File: config.mk
export PLATFORM = sky130hd
export DESIGN_NAME = base64url_stream_decoder_top
export DESIGN_NICKNAME = d
export VERILOG_FILES = /design/src/rtl/b64d_pkg.sv /design/src/rtl/b64d_in_stage.sv /design/src/rtl/b64d_decode.sv /design/src/rtl/b64d_out_queue.sv /design/src/rtl/base64url_stream_decoder_top.sv
export SDC_FILE = /design/constraint.sdc
export NUM_CORES = 1
export LEC_CHECK = 0
export BUFFER_PORTS_ARGS = -buffer_cell sky130_fd_sc_hd__buf_4
export CORE_UTILIZATION = 37
export DETAILED_ROUTE_END_ITERATION = 7
export PLACE_DENSITY_LB_ADDON = 0.3
export SETUP_SLACK_MARGIN = 0.1
export SYNTH_ARGS = -nofsm -noshare
export SYNTH_HDL_FRONTEND = slang
export SYNTH_SLANG_ARGS = --single-unit
File: constraint.sdc
create_clock -name clk -period 12.3 [get_ports clk]
set_input_delay 3.075 -clock clk [delete_from_list [all_inputs] [get_ports clk]]
set_output_delay 3.075 -clock clk [all_outputs]
set_load 0.03 [all_outputs]
File: src/rtl/b64d_pkg.sv
// ----------------------------------------------------------------------------
// b64d_pkg: shared types and constants for the base64url stream decoder
// Holds the result codes, the result and result-list structs, the sizing of
// the output queue and the character-to-sextet lookup.
// ----------------------------------------------------------------------------
package b64d_pkg;

	// Result kinds carried on result_kind.
	localparam logic [1:0] KIND_BYTE    = 2'd0;
	localparam logic [1:0] KIND_END_OK  = 2'd1;
	localparam logic [1:0] KIND_END_ERR = 2'd2;

	// The pad character '='.
	localparam logic [7:0] CHAR_PAD = 8'h3D;

	// Output queue sizing.
	localparam int QUEUE_DEPTH = 8;
	localparam int QPTR_W      = $clog2(QUEUE_DEPTH);
	localparam int FILL_W      = $clog2(QUEUE_DEPTH + 1);

	// Most results a single character can cause: three bytes and an end result.
	localparam int MAX_RESULTS = 4;

	typedef struct packed {
		logic [7:0] data;
		logic [1:0] kind;
		logic       last;
	} result_t;

	typedef struct packed {
		result_t [MAX_RESULTS-1:0] entry;
		logic [2:0]                count;
	} result_list_t;

	// Returns {bad, sextet}. Both the standard and URL-safe alphabets map.
	function automatic logic [6:0] sextet_of(input logic [7:0] c);
		logic [6:0] r;
		begin
			if (c >= "A" && c <= "Z") begin
				r = {1'b0, 6'(c - "A")};
			end else if (c >= "a" && c <= "z") begin
				r = {1'b0, 6'(c - "a" + 8'd26)};
			end else if (c >= "0" && c <= "9") begin
				r = {1'b0, 6'(c - "0" + 8'd52)};
			end else if (c == "+" || c == "-") begin
				r = {1'b0, 6'd62};
			end else if (c == "/" || c == "_") begin
				r = {1'b0, 6'd63};
			end else begin
				r = {1'b1, 6'd0};
			end
			return r;
		end
	endfunction

endpackage

File: src/rtl/b64d_in_stage.sv
// ----------------------------------------------------------------------------
// b64d_in_stage: input register of the decoder
// Captures one character beat and holds it until the decode stage passes it on.
// ----------------------------------------------------------------------------
module b64d_in_stage (
	input  logic       clk,
	input  logic       arst_n,
	input  logic       in_valid,
	output logic       in_ready,
	input  logic [7:0] char_code,
	input  logic       final_char,
	input  logic       advance,
	output logic       valid_s1,
	output logic [7:0] char_s1,
	output logic       final_s1
);

	logic accept;

	// The register frees up in the same cycle that its beat moves on.
	assign in_ready = !valid_s1 || advance;
	assign accept   = in_valid && in_ready;

	always_ff @(posedge clk or negedge arst_n) begin
		if (!arst_n) begin
			valid_s1 <= 1'b0;
		end else if (accept) begin
			valid_s1 <= 1'b1;
		end else if (advance) begin
			valid_s1 <= 1'b0;
		end
	end

	always_ff @(posedge clk) begin
		if (accept) begin
			char_s1  <= char_code;
			final_s1 <= final_char;
		end
	end

endmodule

File: src/rtl/b64d_decode.sv
// ----------------------------------------------------------------------------
// b64d_decode: quartet state and result builder
// Maps the held character to a sextet, updates the quartet state, and builds
// the list of results (bytes and end result) that the character causes.
// ----------------------------------------------------------------------------
module b64d_decode (
	input  logic                  clk,
	input  logic                  arst_n,
	input  logic                  valid_s1,
	input  logic [7:0]            char_s1,
	input  logic                  final_s1,
	input  logic                  advance,
	output b64d_pkg::result_list_t list
);

	import b64d_pkg::*;

	logic [17:0] held_q;
	logic [1:0]  slot_q;
	logic        tpad_q;
	logic        err_q;

	logic [6:0]  sx;
	logic [5:0]  v;
	logic        is_pad;
	logic        bad;
	logic        err1;
	logic        err_end;
	logic [23:0] quartet;
	logic        pad3;
	logic        pad4;
	logic        emit;
	logic        bytes_ok;
	logic [2:0]  n;
	logic [2:0]  n_m1;

	assign sx     = sextet_of(char_s1);
	assign is_pad = (char_s1 == CHAR_PAD);
	// A pad is legal only in the third or fourth slot.
	assign bad    = sx[6] && !(slot_q[1] && is_pad);
	assign v      = sx[6] ? 6'd0 : sx[5:0];
	assign err1   = err_q || bad;
	// A lone character at the end is padded in slot two, which is an error.
	assign err_end = err1 || (final_s1 && slot_q == 2'd0);

	// Assemble the quartet that completes now, padding it when the string ends.
	always_comb begin
		unique case (slot_q)
			2'd3: begin
				quartet = {held_q, v};
				pad3    = tpad_q;
				pad4    = is_pad;
				emit    = 1'b1;
			end
			2'd2: begin
				quartet = {held_q[11:0], v, 6'd0};
				pad3    = is_pad;
				pad4    = 1'b1;
				emit    = final_s1;
			end
			2'd1: begin
				quartet = {held_q[5:0], v, 12'd0};
				pad3    = 1'b1;
				pad4    = 1'b1;
				emit    = final_s1;
			end
			default: begin
				quartet = {v, 18'd0};
				pad3    = 1'b1;
				pad4    = 1'b1;
				emit    = 1'b0;
			end
		endcase
	end

	assign bytes_ok = emit && !err_end;

	// Pack the results in order and mark the last one.
	always_comb begin
		list = '0;
		n    = 3'd0;
		if (bytes_ok) begin
			list.entry[n[1:0]] = '{data: quartet[23:16], kind: KIND_BYTE, last: 1'b0};
			n = n + 3'd1;
			if (!pad3) begin
				list.entry[n[1:0]] = '{data: quartet[15:8], kind: KIND_BYTE, last: 1'b0};
				n = n + 3'd1;
			end
			if (!pad4) begin
				list.entry[n[1:0]] = '{data: quartet[7:0], kind: KIND_BYTE, last: 1'b0};
				n = n + 3'd1;
			end
		end
		if (final_s1) begin
			list.entry[n[1:0]] = '{data: 8'd0,
				kind: (err_end ? KIND_END_ERR : KIND_END_OK), last: 1'b0};
			n = n + 3'd1;
		end
		n_m1 = n - 3'd1;
		if (n != 3'd0) begin
			list.entry[n_m1[1:0]].last = 1'b1;
		end
		list.count = valid_s1 ? n : 3'd0;
	end

	always_ff @(posedge clk or negedge arst_n) begin
		if (!arst_n) begin
			held_q <= '0;
			slot_q <= '0;
			tpad_q <= 1'b0;
			err_q  <= 1'b0;
		end else if (advance) begin
			if (final_s1) begin
				held_q <= '0;
				slot_q <= '0;
				tpad_q <= 1'b0;
				err_q  <= 1'b0;
			end else begin
				slot_q <= slot_q + 2'd1;
				err_q  <= err1;
				if (slot_q == 2'd3) begin
					held_q <= '0;
					tpad_q <= 1'b0;
				end else begin
					held_q <= {held_q[11:0], v};
					if (slot_q == 2'd2) begin
						tpad_q <= is_pad;
					end
				end
			end
		end
	end

	// Only the character that fills the fourth slot, or the final one, has results.
	a_quiet_mid_quartet: assert property (@(posedge clk) disable iff (!arst_n)
		(advance && !final_s1 && slot_q != 2'd3) |-> list.count == 3'd0)
		else $error("result produced before a quartet completed");

	// The end of a string leaves a clean state for the next one.
	a_end_clears: assert property (@(posedge clk) disable iff (!arst_n)
		(advance && final_s1) |=> (slot_q == 2'd0 && !err_q && !tpad_q))
		else $error("state not cleared after end of string");

	// A final character always closes its list with an end result.
	a_final_has_end: assert property (@(posedge clk) disable iff (!arst_n)
		(advance && final_s1) |-> list.count != 3'd0)
		else $error("final character produced no end result");

endmodule

File: src/rtl/b64d_out_queue.sv
// ----------------------------------------------------------------------------
// b64d_out_queue: result queue of the decoder
// Takes a whole result list at once, hands out one beat per cycle on out_ready.
// ----------------------------------------------------------------------------
module b64d_out_queue (
	input  logic                  clk,
	input  logic                  arst_n,
	input  b64d_pkg::result_list_t list,
	input  logic                  load,
	output logic                  can_load,
	output logic                  out_valid,
	input  logic                  out_ready,
	output logic [7:0]            out_byte,
	output logic [1:0]            result_kind,
	output logic                  run_last
);

	import b64d_pkg::*;

	result_t            mem_q [QUEUE_DEPTH];
	logic [QPTR_W-1:0]  wr_ptr_q;
	logic [QPTR_W-1:0]  rd_ptr_q;
	logic [FILL_W-1:0]  fill_q;
	logic [FILL_W-1:0]  free_slots;
	logic               pop;
	result_t            head;

	assign free_slots = FILL_W'(QUEUE_DEPTH) - fill_q;
	assign can_load   = FILL_W'(list.count) <= free_slots;

	assign out_valid = (fill_q != '0);
	assign pop       = out_valid && out_ready;
	assign head      = mem_q[rd_ptr_q];

	assign out_byte    = head.data;
	assign result_kind = head.kind;
	assign run_last    = head.last;

	always_ff @(posedge clk) begin
		if (load) begin
			for (int i = 0; i < MAX_RESULTS; i++) begin
				if (3'(i) < list.count) begin
					mem_q[wr_ptr_q + QPTR_W'(i)] <= list.entry[i];
				end
			end
		end
	end

	always_ff @(posedge clk or negedge arst_n) begin
		if (!arst_n) begin
			wr_ptr_q <= '0;
			rd_ptr_q <= '0;
			fill_q   <= '0;
		end else begin
			if (load) begin
				wr_ptr_q <= wr_ptr_q + QPTR_W'(list.count);
			end
			if (pop) begin
				rd_ptr_q <= rd_ptr_q + QPTR_W'(1);
			end
			fill_q <= fill_q + (load ? FILL_W'(list.count) : '0) - (pop ? FILL_W'(1) : '0);
		end
	end

	a_fill_bound: assert property (@(posedge clk) disable iff (!arst_n)
		fill_q <= FILL_W'(QUEUE_DEPTH))
		else $error("result queue overfilled");

	// Taking a beat that is not the last one leaves another behind it.
	a_run_continues: assert property (@(posedge clk) disable iff (!arst_n)
		(pop && !run_last) |=> out_valid)
		else $error("result run broken off before its last beat");

endmodule

File: src/rtl/base64url_stream_decoder_top.sv
// ----------------------------------------------------------------------------
// base64url_stream_decoder_top: base64 / base64url stream decoder
// Decodes one character per cycle, queue permitting, into bytes and end results.
// ----------------------------------------------------------------------------
// Usage:
// The input channel (in_valid/in_ready) carries one character per beat in
// char_code, with final_char set on the last character of a string. Both the
// standard and the URL-safe alphabets are accepted. The output channel
// (out_valid/out_ready) carries result beats: decoded bytes (result_kind 0),
// then one end result per string (1 for success, 2 for error). run_last is set
// on the last beat caused by a character; characters that neither complete a
// quartet nor end a string cause no beat at all.
// An accepted character waits in the input register until its results fit in
// the result queue. Throughput: one character per cycle, held by the output
// port, which moves one result beat per cycle while out_ready is high. An
// eight-entry result queue absorbs the burst of up to four beats from one
// character, so a string streams at full rate while the receiver takes beats
// without stalls. When the receiver stalls, the queue fills and in_ready drops
// once the next character's results no longer fit; nothing is lost or dropped.
// Reset (arst_n low) empties the queue and clears the quartet and error state.
// ----------------------------------------------------------------------------
module base64url_stream_decoder_top (
	input  logic       clk,
	input  logic       arst_n,
	input  logic       in_valid,
	output logic       in_ready,
	input  logic [7:0] char_code,
	input  logic       final_char,
	output logic       out_valid,
	input  logic       out_ready,
	output logic [7:0] out_byte,
	output logic [1:0] result_kind,
	output logic       run_last
);

	import b64d_pkg::*;

	logic         valid_s1;
	logic [7:0]   char_s1;
	logic         final_s1;
	logic         can_load;
	logic         advance;
	result_list_t list;

	// The held character moves on, and the quartet state updates, as soon as
	// the queue has room for every result that character causes.
	assign advance = valid_s1 && can_load;

	b64d_in_stage u_in_stage (
		.clk        (clk),
		.arst_n     (arst_n),
		.in_valid   (in_valid),
		.in_ready   (in_ready),
		.char_code  (char_code),
		.final_char (final_char),
		.advance    (advance),
		.valid_s1   (valid_s1),
		.char_s1    (char_s1),
		.final_s1   (final_s1)
	);

	b64d_decode u_decode (
		.clk      (clk),
		.arst_n   (arst_n),
		.valid_s1 (valid_s1),
		.char_s1  (char_s1),
		.final_s1 (final_s1),
		.advance  (advance),
		.list     (list)
	);

	b64d_out_queue u_out_queue (
		.clk         (clk),
		.arst_n      (arst_n),
		.list        (list),
		.load        (advance),
		.can_load    (can_load),
		.out_valid   (out_valid),
		.out_ready   (out_ready),
		.out_byte    (out_byte),
		.result_kind (result_kind),
		.run_last    (run_last)
	);

endmodule
# == Yosys cells after proc, flatten, opt, wreduce, memory -nomap -nowiden ==
# Memory sizes are Yosys's and may differ from the RTL's.
# Index checks and enable logic that the tools add are counted.
# totals
output_inout_bits,13
memories,1
word_cells,136
mem_bits_rw,88
register_bits,42
# op_classes
order_cmp,17
n_eq_ne,8
reduce_logical,28
add_sub_neg,17
mux,55
# mem_list
memory,depth,word_bits,rd,rd_clocked_by_memory_dff,write_ports,line,rtl
u_out_queue.mem_q,8,11,1,0,4,b64d_out_queue.sv:20,result_t mem_q [QUEUE_DEPTH];
# op_table
operator,n
2-to-1 mux 44 bit,4
bitwise mux 44 bit,3
one-hot mux 24 bit (3 select lines),1
demux 11 bit (select 2 bit),3
2-to-1 mux 11 bit,4
2-to-1 mux 18 bit,2
2-to-1 mux 7 bit,5
"equality test 8 x 6 -> 1 bit, second input constant",4
2-to-1 mux 1 bit,21
2-to-1 mux 3 bit,6
"greater-or-equal comparator 8 x 7 -> 1 bit, second input constant",2
"<= comparator 8 x 7 -> 1 bit, second input constant",2
logical AND 1 bit,13
"adder 3 x 1 -> 3 bit, second input constant",4
"subtractor 6 bit, second input constant",2
"less-than comparator 2 x 3 -> 1 bit, second input constant",3
"equality test 8 x 7 -> 1 bit, second input constant",1
"greater-or-equal comparator 8 x 6 -> 1 bit, second input constant",1
"<= comparator 8 x 6 -> 1 bit, second input constant",1
"adder 3 x 2 -> 3 bit, second input constant",2
"adder 6 x 5 -> 6 bit, second input constant",1
"adder 6 bit, second input constant",1
"greater-or-equal comparator 2 x 1 -> 1 bit, second input constant",3
"less-than comparator 1 x 3 -> 1 bit, first input constant",2
22 further kinds,34

# == Logic depth before layout (Yosys ltp) ==
# Gate-level depths: netlist of run 1.
# logic_depth
ltp_word,25
depth_mapped,27
depth_no_buf,25

# == By module ==
# A second synthesis of run 1 with hierarchy kept.
# unflattened
cells_unflattened,1035
hier_area_um2,9482.8
# by_module_without_submodules
module,cells_per_inst,area_per_inst_um2,n_inst
b64d_out_queue,705,6750.2,1
b64d_decode,316,2402.3,1
b64d_in_stage,13,324.1,1
base64url_stream_decoder_top,1,6.3,1

# == Worst setup path before layout of run 1 ==
# Ideal clock, no wire load.
# synth_path
kind,reg2out
from,register u_in_stage.char_s1[2]
to,output port in_ready
path_slack_ns,5.307
path_buffers,2
path_stages_with_launch,19
arrival_ns,3.918
required_time_ns,9.225
cell_sequence,edfxtp_1 inv_1 ha_1 a21oi_1 nor3_4 o31ai_4 or3_1 buf_4 nand2b_1 clkbuf_1 or4_1 ha_1 a22oi_1 nor2_1 ha_1 nand3b_1 nand2_1 and3_1 nand2_1
# synth_via
elab_chain_len,19
elab_cells_between_ends,41
cone_classes,add/sub (2); order compare (7); eq/ne (5); mux (13); reduce/logical (14)
# synth_rtl
element,line,rtl
"start, declared",b64d_in_stage.sv:14,"output logic [7:0] char_s1,"
"start signal, assigned",b64d_in_stage.sv:36,char_s1 <= char_code;
"parallel branches: the longest is 12 deep, another holds greater-or-equal comparator 8 x 6 -> 1 bit",--,
2-to-1 mux 3 bit (*),b64d_decode.sv:82,if (bytes_ok) begin
adder 3 x 1 -> 3 bit,b64d_decode.sv:97,n = n + 3'd1;
2-to-1 mux 3 bit (*),b64d_decode.sv:94,if (final_s1) begin
2-to-1 mux 3 bit (*),b64d_decode.sv:103,list.count = valid_s1 ? n : 3'd0;
<= comparator 3 x 4 -> 1 bit (*),b64d_out_queue.sv:29,assign can_load = FILL_W'(list.count) <= free_slots;
logical AND 1 bit (*),base64url_stream_decoder_top.sv:47,assign advance = valid_s1 && can_load;
logical OR 1 bit (*),b64d_in_stage.sv:21,assign in_ready = !valid_s1 || advance;
"end, declared",base64url_stream_decoder_top.sv:26,"output logic in_ready,"
# Mark *: on every way between the ends. The select of a mux whose other input is x is not followed.

# == Worst setup path after layout of run 1 ==
# Ends and elaborated chain as after synthesis.

==> results of run 1 <==
-- synth_stat cells (4+ instances only) --
master,number,area (um2)
buf_2,7,35.03
a221oi_1,26,227.7
and3_1,12,75.07
a22oi_1,14,105.1
o31ai_1,8,60.06
inv_1,37,138.9
nand3b_1,5,37.54
o221ai_1,8,70.07
nor3_1,35,175.2
nand3_1,29,145.1
dfrtp_1,33,825.8
buf_1,4,15.01
o21ai_1,4,20.02
nand2b_1,14,87.58
o22ai_1,4,25.02
nand2_1,94,352.8
edfxtp_1,97,2913
a31oi_1,13,81.33
a211oi_1,44,330.3
o21ai_0,38,190.2
a21oi_1,37,185.2
a21o_1,4,30.03
clkbuf_1,33,123.9
nor2_1,87,326.6
xor2_1,6,52.55
or3_1,16,100.1
mux2_2,12,135.1
xnor2_1,13,113.9
o32ai_1,14,122.6
a22o_1,16,140.1
nor3_4,10,162.7
nand4_1,10,62.56
o22a_1,8,70.07
o211ai_1,7,52.55
a222oi_1,7,70.07
buf_4,6,45.04
ha_1,33,412.9
nor3_2,4,40.04
mux4_2,22,495.5
-- layer usage --
metal	GRT usage [%]	vias to the layer above	wire length [um]
li1	-	3667	-
met1	34.44	3939	13570
met2	38.47	466	14110
met3	4.287	53	2453
met4	7.922	0	702
met5	0	-	0
-- worst max path at each step --
stage	start	endpoint	slack [ps]	cells after the start
6_report	u_in_stage.char_s1[2]	in_ready	4180	17
5_1_grt	u_in_stage.char_s1[2]	in_ready	3800	17
4_1_cts	u_in_stage.char_s1[2]	in_ready	4200	17
3_5_place_dp	u_in_stage.char_s1[2]	in_ready	4670	17
3_3_place_gp	u_in_stage.char_s1[2]	in_ready	4760	17
2_1_floorplan	u_in_stage.char_s1[2]	in_ready	5310	18
-- kinds of logic (layout without fill, tap and decap cells) --
kind of cell	after synthesis	in the layout	synth area share, %
simple gates	345	345	19.62
compound gates	278	278	22.08
flops	130	130	40.21
buf+inv	91	100	4.172
mux	38	38	7.253
fa+ha+maj	35	35	4.872
xor+xnor	19	19	1.790
-- power groups by stage --
stage	logic [W]	registers [W]	clock network, W
6_report	0.000739	0.000627	0.000453
3_5_place_dp	0.000736	0.000635	0
2_1_floorplan	0.000560	0.000583	0
5_1_grt	0.000801	0.000637	0.000474
4_1_cts	0.000739	0.000626	0.000458
3_3_place_gp	0.000734	0.000632	0
-- cells in the final DEF (no fill, tap or decap), types with 7 or more instances in the layout --
master     instances
and3_1            12
nor3_4            10
nand2_1           94
a211oi_1          44
a222oi_1           7
a31oi_1           13
xnor2_1           13
a21oi_1           37
a221oi_1          26
o221ai_1           8
a22o_1            16
nor2_1            87
mux4_2            22
nor3_1            35
nand4_1           10
o31ai_1            8
clkbuf_16         17
o211ai_1           7
dfrtp_1           33
nand2b_1          14
a22oi_1           14
o32ai_1           14
o22a_1             8
inv_1             37
or3_1             16
edfxtp_1          97
nand3_1           29
o21ai_0           38
mux2_2            12
buf_4             31
ha_1              33
-- metrics by stage --
stage	total power [W]	instances	util, %
final	0.001820	1269	41.77
after global routing	0.001912	1269	41.77
after CTS	0.001824	1269	41.77
after detailed placement	0.001370	1239	39.66
after global placement	0.001366	1239	39.66
after floorplan	0.001143	936	-
-- final cells by class --
type | instances | area, um2 | area share, %
Multi-Input combinational cell | 715 | 5177 | 50.67
Sequential cell | 130 | 3739 | 36.59
Clock buffer | 17 | 425.4 | 4.164
Tap cell | 324 | 405.4 | 3.968
Timing Repair Buffer | 31 | 232.7 | 2.278
Inverter | 39 | 146.4 | 1.433
Clock inverter | 13 | 91.34 | 0.8940
-- sequential cells by signal, summed over array words and instances (netlist names) --
name	cells
u_out_queue.fill_q	4
u_in_stage.valid_s1	1
u_decode.err_q	1
u_decode.held_q	18
u_in_stage.final_s1	1
u_decode.tpad_q	1
u_out_queue.mem_q	88
u_decode.slot_q	2
u_out_queue.wr_ptr_q	3
u_out_queue.rd_ptr_q	3
u_in_stage.char_s1	8
==> qor.csv, run 1 <==
metric,value,unit
Sink Count,130,
Pwr Density,178.1,mW/mm2
P_sw,0.0007477,W
largest net degree at the start of global routing,34,
hold slack,475.7,ps
initial antenna violation count,0,
Final WS setup,4182,ps
drt first-iter violations,1033,
"Setup violations, final",0,
"setup slack, reg-to-reg",5370,ps
"wirelength, routed",30.83,mm
worst slew pin tran,1264,ps
first-pass GRT wire length,47.69,mm
syn_nets,984,
min-delay src,u_out_queue.rd_ptr_q[0],
clk_lat worst skew,430,ps
DRC viols,0,
"Primary FF master, synth",edfxtp_1,
part of the power in combinational logic,40.6,%
Rows,57,
Worst Skew,14.46,ps
CTS tree,done,
Setup TNS,0,ps
Synth cell types,84,
antenna cells,0,
status,completed,
total track usage,24.58,%
Crit-path slowest cell,or4_1,
yosys warns,0,
Setup CP Type,register to primary output,
Area Overhead vs Synth,9.891,%
Critical Path Sink Type,primary output,
Setup WS pre-CTS,4673,ps
CTS root buffer,clkbuf_16,
Syn Inst Count,936,
FMAX,123.2,MHz
vias in the first global route,7628,
Port Buffer Count,25,
Fin. Hold Viols,0,
Post-synth ARST share,25.38,%
static leakage,3.513,nW
Worst Hold Path EP,u_out_queue.rd_ptr_q[0],
routed length per instance,24.30,um
Max stage delay on crit path,580,ps
DP Area,0.009701,mm2
family with the most delay on the worst path,simple AND/OR/NAND/NOR gates,
sequential fraction of the synthesis area,40.21,%
design area,0.01022,mm2
R2R cell count,19,
Post-synth EDFFs,97,
Final ANT Viol Nets,0,
Overflow after GRT,0,
hold_buf cts,0,
"Setup Fix Bufs, Post-CTS",0,
Initial DRT Pass Iterations,6,
dpl hpwl,22.82,mm
RSZ-0062 raised after global routing,no,
Peak supply drop,140.6,uV
Clk pwr share,24.9,%
die width,160.5,um
fillers,2372,
Mapped Area,0.009298,mm2
Chip Height,160.5,um
hold depth,1,
Core ar.,0.02446,mm2
Crit Reg-Reg Startpoint,u_in_stage.char_s1[2],
effective utilization at floorplan,38.01,%
H-tree depth,4,
Buf/Inv on CP,2,
maximum root-to-sink buffer count,2,
crit path time final,8118,ps
crit path max fanout,11,
post-cts gate resize count,0,
Setup crit start kind,register,
Rel. slew slack,15.73,%
Via density,6.403,
switching share of total power,41.08,%
total number of vias,8125,
WP data required,9220,ps
Post-Synthesis Mean Instance Area,9.933,um2
net count reported at finish,982,
Slew Limit Fails,0,
layout cells sized above 1,13.86,%
Hold WC Path Type,register to register,
cells along the critical path,inv_1 -> ha_1 -> nand2_1 -> o22ai_1 -> o21a_1 -> or3_1 -> nand2b_1 -> or4_1 -> ha_1 -> a22oi_1 -> nor2_1 -> ha_1 -> nand3b_1 -> nand2_1 -> and3_1 -> nand2_1 -> buf_4,
total die area,0.02577,mm2
IO Count,26,
sequential cell fraction of total power,34.5,%
Seq cells post-synth,130,
Num CTS Buffers,17,
max-cap violation count,0,
Pint,0.001072,W
crit share post-route,66.00,%
GPL Wtd Cong,0.9845,
Clock transition at path regs,60,ps
FF-to-FF End,u_out_queue.mem_q[4][3],
crit path DAT,5040,ps
(Power assumes the default switching activity.)
==> run 2: changes to the inputs <==
- ABC_AREA: default -> 1
- clock period: 12.3 -> 7.1 ns (I/O delays scaled with it)
==> run 2 against run 1 <==
Net effect:
- the flow now finishes with violations (design-rule violations)
- final area rose by 7.4%
- clock skew decreased by 7.7 ps
- routed wire length grew 9.2%
- total power increased by 100%
- die area grew 6.3%
- critical path depth is 7 higher
- highest routed layer unchanged
- synthesized area increased by 6.4%
==> qor.csv, run 2 <==
metric,value,unit,change
FF-to-FF End,u_out_queue.mem_q[4][5],,was u_out_queue.mem_q[4][3]
Setup TNS,0,ps,unchanged
"Setup Fix Bufs, Post-CTS",0,,unchanged
DRC viols,8,,was 0
min-delay src,u_decode.held_q[12],,was u_out_queue.rd_ptr_q[0]
leading post-synthesis cells by cell area,"edfxtp_1, nand2_1, dfrtp_1, nand3_1, nor2_1",,"was edfxtp_1, dfrtp_1, mux4_2, ha_1, nand2_1"
switching share of total power,44.79,%,was 41.08%
effective utilization at floorplan,37.85,%,was 38.01%
Crit. Startpoint,u_in_stage.char_s1[2],,unchanged
Area Overhead vs Synth,10.98,%,was 9.891%
crit path max fanout,13,,was 11
max-cap violation count,0,,unchanged
net count reported at finish,1472,,was 982
WP data required,5330,ps,was 9220 ps
Clock transition at path regs,60,ps,about the same
Syn Inst Count,1433,,was 936
Sink Count,130,,unchanged
routed length per instance,19.01,um,was 24.30 um
total track usage,25.34,%,was 24.58%
Setup CP Type,register to primary output,,unchanged
RSZ-0062 raised after global routing,no,,unchanged
Via density,5.611,,was 6.403
die width,165.5,um,was 160.5 um
crit share post-route,91.12,%,
area of the multi-input gates,0.005400,mm2,was 0.005177 mm2
Fin. Hold Viols,0,,unchanged
"count leader, synth",nand2_1,,was edfxtp_1
CTS tree,done,,unchanged
register area,0.003739,mm2,unchanged
Core ar.,0.02613,mm2,was 0.02446 mm2
part of the power in combinational logic,44.3,%,was 40.6%
cell taking the most area after synthesis,edfxtp_1,,unchanged
maximum root-to-sink buffer count,2,,unchanged
"top cells by count, synth","nand2_1, nor2_1, nand3_1, inv_1, edfxtp_1",,"was edfxtp_1, nand2_1, nor2_1, a211oi_1, o21ai_0"
Synth cell types,39,,was 84
layout cells sized above 1,7.585,%,was 13.86%
sequential fraction of the synthesis area,37.79,%,was 40.21%
fillers,2688,,"was 2,372"
R2R cell count,29,,was 19
antenna cells,0,,unchanged
total power,0.003660,W,was 0.001820 W
status,finished with violations,,was completed
hold depth,2,,was 1
yosys warns,0,,unchanged
total number of vias,9942,,"was 8,125"
Largest register FFs,88,,unchanged
Biggest register,u_out_queue.mem_q,,unchanged
syn_nets,1481,,was 984
Num CTS Buffers,17,,unchanged
"Setup violations, final",0,,unchanged
"setup slack, reg-to-reg",870,ps,was 5370 ps
"wirelength, routed",33.68,mm,was 30.83 mm
Post-synth EDFFs,97,,unchanged
worst slew pin tran,1230,ps,was 1264 ps
failing checks,design-rule violations,,
Setup crit start kind,register,,unchanged
Hold WC Path Type,register to register,,unchanged
GPL Wtd Cong,0.9845,,unchanged
first-pass GRT wire length,51.30,mm,was 47.69 mm
Port Buffer Count,25,,unchanged
total die area,0.02739,mm2,was 0.02577 mm2
sequential cell fraction of total power,29.6,%,was 34.5%
vias in the first global route,8993,,"was 7,628"
Crit Reg-Reg Startpoint,u_in_stage.char_s1[2],,unchanged
hold_buf cts,0,,unchanged
most frequent cells in the layout,"nand2_1, nor2_1, nand3_1, inv_1, edfxtp_1",,"was edfxtp_1, nand2_1, nor2_1, a211oi_1, o21ai_0"
Critical Path Sink Type,primary output,,unchanged
Rel. slew slack,18.03,%,was 15.73%
Clk pwr share,26.0,%,was 24.9%
initial antenna violation count,0,,unchanged
Pwr Density,333.4,mW/mm2,was 178.1 mW/mm2
Seq cells post-synth,130,,unchanged
Pint,0.002021,W,was 0.001072 W
Worst Skew,6.791,ps,was 14.46 ps
Peak supply drop,181.8,uV,was 140.6 uV
H-tree depth,4,,unchanged
CTS root buffer,clkbuf_16,,unchanged
largest net degree at the start of global routing,56,,was 34
Chip Height,165.5,um,was 160.5 um
IO Count,26,,unchanged
"most common cell after layout, fill and taps aside",nand2_1,,was edfxtp_1
Setup WS pre-CTS,751.5,ps,was 4673 ps
drt first-iter violations,1665,,"was 1,033"
Initial DRT Pass Iterations,8,,was 6
Post-synth ARST share,25.38,%,unchanged
"Primary FF master, synth",edfxtp_1,,unchanged
Rows,59,,was 57
P_sw,0.001639,W,was 0.0007477 W
clk_lat worst skew,430,ps,about the same
Final WS setup,630.3,ps,was 4182 ps
Post-Synthesis Mean Instance Area,6.903,um2,was 9.933 um2
static leakage,4.799,nW,was 3.513 nW
Synth top area share,29.45,%,was 31.33%
Largest regs,"u_out_queue.mem_q (88), u_decode.held_q (18), u_in_stage.char_s1 (8)",,unchanged
CP endpoint,in_ready,,unchanged
Mapped Area,0.009892,mm2,was 0.009298 mm2
Overflow after GRT,0,,unchanged
crit path time final,6470,ps,
dpl hpwl,24.53,mm,was 22.82 mm
FMAX,154.6,MHz,
Slew Limit Fails,0,,unchanged
crit path DAT,4690,ps,was 5040 ps
Final ANT Viol Nets,0,,unchanged
[run 2: changes by cell type in the layout (fill, tap and decap cells not counted), sizes merged, moves of 27 or more]
cell	change
a211oi	-42
a21oi	+39
nand3	+119
nor3	-31
o21ai	+53
nand2	+340
nor2	+89
o22ai	+32
a221oi	-27
inv	+93
[run 2: worst max-delay path: stages, from the launching register on]
cell	delay (ps)
edfxtp_1	510
inv_1	180
ha_1	280
nand2_1	80
nand2_1	70
nand3_1	70
nand2_1	50
nand2_1	160
nand2_2	90
nand4_2	170
nand4_2	160
nor2_1	220
inv_1	90
ha_1	280
nand2_1	70
nand2_1	410
inv_1	140
nor2_1	180
ha_1	270
inv_1	60
nor2_1	40
o21a_1	160
o211ai_1	220
or2_2	170
buf_4	150
[run 2: kinds of logic after synthesis]
logic type	Yosys count	synth area share, %
DFF	130	37.79
AOI/OAI and AO/OA	244	13.51
xor gates and xnor gates	16	1.417
adders and majority gates	35	4.579
buffers and inverters	198	8.171
and+or+nand+nor	810	34.53
[run 2: what timing repair did]
item | 4_1_cts | 5_1_grt
hold endpoints to repair | 0 | 0
gates resized for setup | 0 | 5
setup endpoints to repair | 0 | 91
[run 2: final cells by class]
class,instances,area share [%]
clock buffers,18,3.909
repair buffers,41,2.804
multi-input cells,1105,49.19
clock inverters,14,1.812
well taps,335,3.818
flip-flops and latches,130,34.06
inverters,129,4.411
[run 2: per-stage QoR]
step / hold slack (ps) / utilization (%) / cells / instance area [um2]
after floorplan: 453.3 / - / 1433 / 9892
after global placement: 491.7 / 39.51 / 1740 / 10320
after detailed placement: 487.7 / 39.51 / 1740 / 10320
after CTS: 506.0 / 41.91 / 1772 / 10950
after global routing: 534.5 / 42.01 / 1772 / 10980
final: 507.8 / 42.01 / 1772 / 10980
[run 2: power groups by stage]
stage | Clock, W | Sequential, W | Combinational (W)
after floorplan | 0 | 0.00102 | 0.00116
after global placement | 0 | 0.00110 | 0.00159
after detailed placement | 0 | 0.00110 | 0.00159
after CTS | 0.000960 | 0.00108 | 0.00160
after global routing | 0.000988 | 0.00111 | 0.00179
final | 0.000953 | 0.00108 | 0.00162
[run 2: per-layer routing]
metal	part of all wire [%]	vias up	global-route usage, %	wire length [um]
met2	42	562	36.40	14140
li1	-	4756	-	-
met1	44	4556	36.16	14770
met5	0	-	0	0
met3	11	68	5.195	3617
met4	3.4	0	11.65	1154
[run 2: worst min path at each step]
stage,to,slack (ps)
floorplan,u_decode.held_q[12],450
global placement,u_decode.held_q[12],490
detailed placement,u_decode.held_q[12],490
CTS,u_decode.held_q[12],510
global route,u_decode.held_q[13],530
finish,u_decode.held_q[12],510
